### src/rtl/trb_pkg.sv
package trb_pkg;
  localparam int ENTRIES      = 256;
  localparam int RELEASE_KEYS = 100;
  localparam int GROUP_MAX    = 16;
  localparam int IDX_W  = $clog2(ENTRIES);
  localparam int CNT_W  = $clog2(ENTRIES + 1);
  localparam int DIST_W = $clog2(RELEASE_KEYS + 1);
  localparam int GRP_W  = $clog2(GROUP_MAX + 1);

  localparam logic CFG_HAS_AUDIO = 1'b0;
  localparam logic CFG_HAS_VIDEO = 1'b1;

  typedef struct packed {
    logic [15:0] tag;
    logic [15:0] length;
    logic [31:0] stamp;
    logic        audio;
  } entry_t;

  typedef struct packed {
    logic        shift_in;   // insert: cell at pos takes the new item, later cells take left neighbor
    logic        shift_out;  // release: every cell takes right neighbor
    logic [31:0] key;        // insert key, compared in every cell
    entry_t      item;
  } cell_ctl_t;

  typedef enum logic [1:0] {ST_IDLE, ST_SCAN, ST_INSERT, ST_RELEASE} state_t;
endpackage

### src/rtl/trb_cell.sv
module trb_cell (
  input  logic            clk,
  input  logic            rst_n,
  input  trb_pkg::cell_ctl_t ctl,
  input  logic            left_valid,
  input  trb_pkg::entry_t left_item,
  input  logic            left_gt,
  input  logic            right_valid,
  input  trb_pkg::entry_t right_item,
  output logic            valid_o,
  output trb_pkg::entry_t item_o,
  output logic            gt_o,
  output logic            eq_o
);
  import trb_pkg::*;
  logic   valid_r, valid_nxt;
  entry_t item_r, item_nxt;

  assign gt_o = valid_r && (item_r.stamp > ctl.key);
  assign eq_o = valid_r && (item_r.stamp == ctl.key);

  always_comb begin
    valid_nxt = valid_r;
    item_nxt  = item_r;
    if (ctl.shift_out) begin
      valid_nxt = right_valid;
      item_nxt  = right_item;
    end else if (ctl.shift_in) begin
      // first cell that is greater or empty behind a held entry takes the new item,
      // later ones shift
      if (left_gt) begin
        valid_nxt = left_valid;
        item_nxt  = left_item;
      end else if (left_valid && (gt_o || !valid_r)) begin
        valid_nxt = 1'b1;
        item_nxt  = ctl.item;
      end
    end
  end

  always_ff @(posedge clk) begin
    if (!rst_n) valid_r <= 1'b0;
    else        valid_r <= valid_nxt;
    item_r <= item_nxt;
  end

  assign valid_o = valid_r;
  assign item_o  = item_r;
endmodule

### config.mk
export PLATFORM = sky130hd
export DESIGN_NAME = trb_cell
export DESIGN_NICKNAME = d
export VERILOG_FILES = /design/src/rtl/trb_pkg.sv /design/src/rtl/trb_cell.sv
export SDC_FILE = /design/constraint.sdc
export NUM_CORES = 1
export LEC_CHECK = 0
export BUFFER_PORTS_ARGS = -buffer_cell sky130_fd_sc_hd__buf_4
export CAP_MARGIN = 10
export CORE_MARGIN = 1
export CORE_UTILIZATION = 30
export CTS_CLUSTER_SIZE = 25
export DETAILED_ROUTE_END_ITERATION = 7
export REMOVE_ABC_BUFFERS = 1
export SYNTH_ARGS = -nofsm -noshare
export SYNTH_HDL_FRONTEND = slang
export SYNTH_SLANG_ARGS = --single-unit
### constraint.sdc
create_clock -name clk -period 4.32 [get_ports clk]
set_input_delay 0.648 -clock clk [delete_from_list [all_inputs] [get_ports clk]]
set_output_delay 0.648 -clock clk [all_outputs]
set_load 0.1 [all_outputs]
# == Yosys cells after proc, flatten, opt, wreduce, memory -nomap -nowiden ==
# Index checks and enable logic that the tools add are counted.
# W data, S select, Z words.
# totals
regBits,66
out_inout_bits,68
word_cells,23
# op_classes
n_lt_le_gt_ge,1
n_eq_ne,1
n_mux,8
n_reduce_logical,8
# ops
cell,count
$mux W65,4
$eq A32 B32 Y1,1
$gt A32 B32 Y1,1
$mux W1,4
$logic_and A1 B1 Y1,3
$reduce_bool A3 Y1,1
$reduce_and A2 Y1,1
$reduce_bool A2 Y1,1
$logic_not A1 Y1,1
$logic_or A1 B1 Y1,1

# == Longest topological paths before layout ==
# logic_depth
word_depth,8
ltp_mapped,8
ltp_nobuf,8

# == Least setup slack after synthesis ==
# OpenSTA, ideal clock, no wires.
# synth_timing
path_type,register to register
startpoint,register item_r (netlist bit item_o[15])
endpoint,register item_r (netlist bit item_o[0]) (enable)
arrival_ns,3.705
required_ns,3.884
path_slack_ns,0.180
path_stages_with_launch,7
n_path_buf,0
cell_sequence,edfxtp_1 ha_1 nand4_1 nor4_2 a211o_2 o22ai_1 o31a_1
# synth_between
elab_chain_len,6
# synth_rtl
element,line,rtl
start: declaration,trb_cell.sv:17,"entry_t item_r, item_nxt;"
start signal: assignment,trb_cell.sv:44,item_r <= item_nxt;
$gt A32 B32 Y1,trb_cell.sv:19,assign gt_o = valid_r && (item_r.stamp > ctl.key);
$logic_and A1 B1 Y1,trb_cell.sv:19,
$logic_or A1 B1 Y1,trb_cell.sv:34,end else if (left_valid && (gt_o || !valid_r)) begin
$logic_and A1 B1 Y1,trb_cell.sv:34,
$reduce_bool A3 Y1 (no source line),-,
$reduce_and A2 Y1 (no source line),-,
# Every way passes these cells.
# A chain may end at the register's enable or synchronous reset.

# == Worst setup path in the final report ==
# layout_timing
startpoint,register item_r (netlist bit item_o[8])
endpoint,output gt_o
# layout_between
elab_chain_len,2
# layout_rtl
element,line,rtl
$gt A32 B32 Y1,trb_cell.sv:19,
$logic_and A1 B1 Y1,trb_cell.sv:19,
end: declaration,trb_cell.sv:12,"output logic gt_o,"
# Every way passes these cells.

==> results by group <==
GRT
  – GRT Overall Usage: 17.8%
  – Global-route wire length before repair: 19.7 mm
  – Largest net degree at the start of global routing: 89
  – Initial antenna violation count: 0
  – Vias in the first global route: 4,167
  – Overflow after GRT: 0

Final layout
  – Final core utilization: 51.0%
  – Final instance area: 0.00687 sq mm
  – Final #Nets: 970
  – Non-filler instance count after layout: 884
  – Synthesis-to-finish area growth: 62.9%
  – Diodes inserted: 0
  – Layout cells sized above 1: 45.3%

Synth
  – Largest family of logic cells by synthesized area: multiplexers
  – Count leader, synth: nand2_1
  – Simple logic cell fraction of the synthesized area: 10.8%
  – Post-synth top area share: 46.3%
  – Largest cells by area after synthesis: edfxtp_1 46%, mux2i_1 16%, ha_1 9.5%
  – Top cells by count, synth: 76 x nand2_1, 71 x o21ai_0, 66 x mux2i_1
  – Post-synth EDFFs: 65
  – Synth Register Bits: 66
  – Primary FF master, synth: edfxtp_1
  – Syn. warnings: 0
  – Register area share after synthesis: 46.8%
  – Async set or reset register ratio after synthesis: 0%
  – Post-synth top area cell: edfxtp_1
  – Synth Area in Compound Gates: 11.8%
  – Post-synthesis mux area share: 15.7%
  – Mapped cell area: 0.00422 sq mm
  – Synth Area in XOR/XNOR: 0%
  – Cells after synthesis: 412
  – Post-Synth Adder-Cell Area: 9.50%
  – Unique masters post-synth: 29
  – Syn_area_per_cell: 10.2 sq um

CTS
  – Root Buffer Master: clkbuf_16
  – Setup repair bufs after CTS: 0
  – TritonCTS clock tree: done
  – CTS buffer count: 9
  – Clk pin slew, worst setup/hold paths: 0.05 ns
  – Clock latency at the later pin of the worst-skew pair: 0.33 ns
  – CTS sink cnt: 66
  – # H-tree levels: 3
  – Post-CTS Hold Buffers: 0
  – Post-CTS sizing: 0
  – Bufs on Longest Clock Path: 2

Worst setup path
  – CP Class: reg2out
  – Nature of the critical path startpoint: register
  – CP max stage cell: nor4_2
  – Req. time, crit path: 3.67 ns
  – Top delay family on crit path: simple AND/OR/NAND/NOR gates
  – Slowest Stage Delay on Critical Path: 0.45 ns
  – Critical path arrival: 2.45 ns
  – Crit end category: output pin
  – Buf/Inv on CP: 1
  – Critical-path cell list: ha_1 -> nand4_1 -> nor4_2 -> and2_1 -> o22ai_1 -> o21a_1 -> buf_4
  – Crit path max fanout: 4

Pwr
  – Sw power: 0.960 mW
  – Peak VDD IR: 0.156 mV
  – Logic gate share of total power: 40.5%
  – Reg power frac: 33.6%
  – Lkg Pwr: 3.44 nW
  – Sw Ratio: 39.3%
  – Clock share of power: 25.8%
  – PnR Total Power: 2.44 mW
  – PwrDens: 356 mW/mm^2
  – Internal: 1.48 mW

STA
  – Period minus WS final: 3.10 ns
  – Hold Vio Cnt, Final: 0
  – F_max: 323 MHz
  – Setup ws final: 1.22 ns
  – Total negative setup slack: 0 ns
  – Worst relative slew slack: 40.8%
  – Tcrit/Tclk final: 71.7%
  – RSZ-0062 raised after global routing: no
  – Final setup violation count: 0
  – Worst hold margin: 0.523 ns
  – Slew @ Worst Pin: 0.887 ns
  – Final Max Tran Viols: 0
  – Clock skew: 0.00505 ns

Place
  – Number of buffers added on ports: 301
  – Cells after DPL: 869
  – Placed Area: 0.00662 sq mm
  – Final HPWL DP: 10.6 mm
  – Pre-CTS WS: 1.14 ns
  – RePlAce Congestion: 0.840

Drt
  – Drt via density: 4.58
  – Wirelength per Cell: 14.9 um
  – Drt initial violations: 126
  – Routed via count: 4,050
  – Drt pass-1 iters: 4
  – Final WL: 13.2 mm
  – Drt drc: 0
  – Post-route ant nets: 0

Floorplanning
  – Die X: 121 um
  – FP Rows: 42
  – Chip height: 121 um
  – Total die area: 0.0145 sq mm
  – Starting Density: 31.3%
  – Core area: 0.0135 sq mm
  – Number of top-level pins: 302

Run
  – Max_cap viols: 0

Run status
  – Outcome: completed

Hold path
  – Hold crit path type: reg2reg
-- power groups by stage --
stage	Clock (mW)	Combinational [mW]	Sequential, mW
CTS	0.652	0.999	0.822
finish	0.631	0.990	0.821
global route	0.676	1.04	0.829
detailed placement	0	0.998	0.833
floorplan	0	0.169	1.31
global placement	0	0.987	0.831
-- worst min-delay path, stage by stage, from the launching register on --
cell and delay [ns]:
dfxtp_1 0.34, nand2_1 0.07, mux2i_1 0.06
-- registers in the layout, summed over array words and instances, names as in the netlist --
| register | count |
|---|---|
| item_o | 65 |
| valid_o | 1 |
-- final cells by class --
type,instances,area (sq um)
multi-input combinational,289,2020
fill,1231,6590
clock buffer,15,248
sequential,66,1970
inverter,34,128
timing repair buffer,304,2280
tap,176,220
-- final timing paths --
check / from / end / slack [ns] / cells past startpoint
worst max-delay path: item_o[8]$_DFFE_PP_ / gt_o / 1.22 / 7
worst min-delay path: valid_o$_SDFFE_PN0P_ / valid_o$_SDFFE_PN0P_ / 0.52 / 2
worst max register to register: item_o[31]$_DFFE_PP_ / item_o[20]$_DFFE_PP_ / 1.44 / 7
worst min register to register: valid_o$_SDFFE_PN0P_ / valid_o$_SDFFE_PN0P_ / 0.52 / 2
-- cells in the final DEF (no fill, tap or decap) --
cell	synthesis	final
a2111o_1	1	1
a211o_2	1	1
a21oi_1	12	12
a221oi_1	3	3
a31oi_1	1	1
and2_1	1	1
and3_2	1	1
buf_4	0	304
clkbuf_1	16	6
clkbuf_16	0	9
dfxtp_1	1	1
edfxtp_1	65	65
ha_1	32	32
inv_1	34	34
mux2i_1	66	66
nand2_1	76	76
nand2b_1	3	3
nand3_1	3	3
nand4_1	5	5
nand4_2	3	3
nor2_1	2	2
nor2b_1	2	2
nor4_2	1	1
nor4_4	1	1
o211ai_1	1	1
o21a_1	1	1
o21ai_0	71	71
o22ai_1	1	1
o31a_2	0	1
-- cell families (layout without fill, tap and decap cells) --
family                   Yosys count  count (layout)
multiplexers                      66              66
AO/OA/AOI/OAI                     93              93
AND/OR/NAND/NOR                   98              98
buffers and inverters             57             353
adder cells (fa/ha/maj)           32              32
flip-flops                        66              66
-- routing by layer --
layer  vias to the layer above  global-route usage, %  share of wire [%]  wire length, um
li1                       2069                      -                  -                -
met5                         -                      0                  0                0
met2                       177                   32.9                 52             6770
met4                         0                   7.95                2.5              328
met1                      1784                   18.4                 38             4990
met3                        20                   5.19                8.1             1060
(Power assumes the default switching activity.)
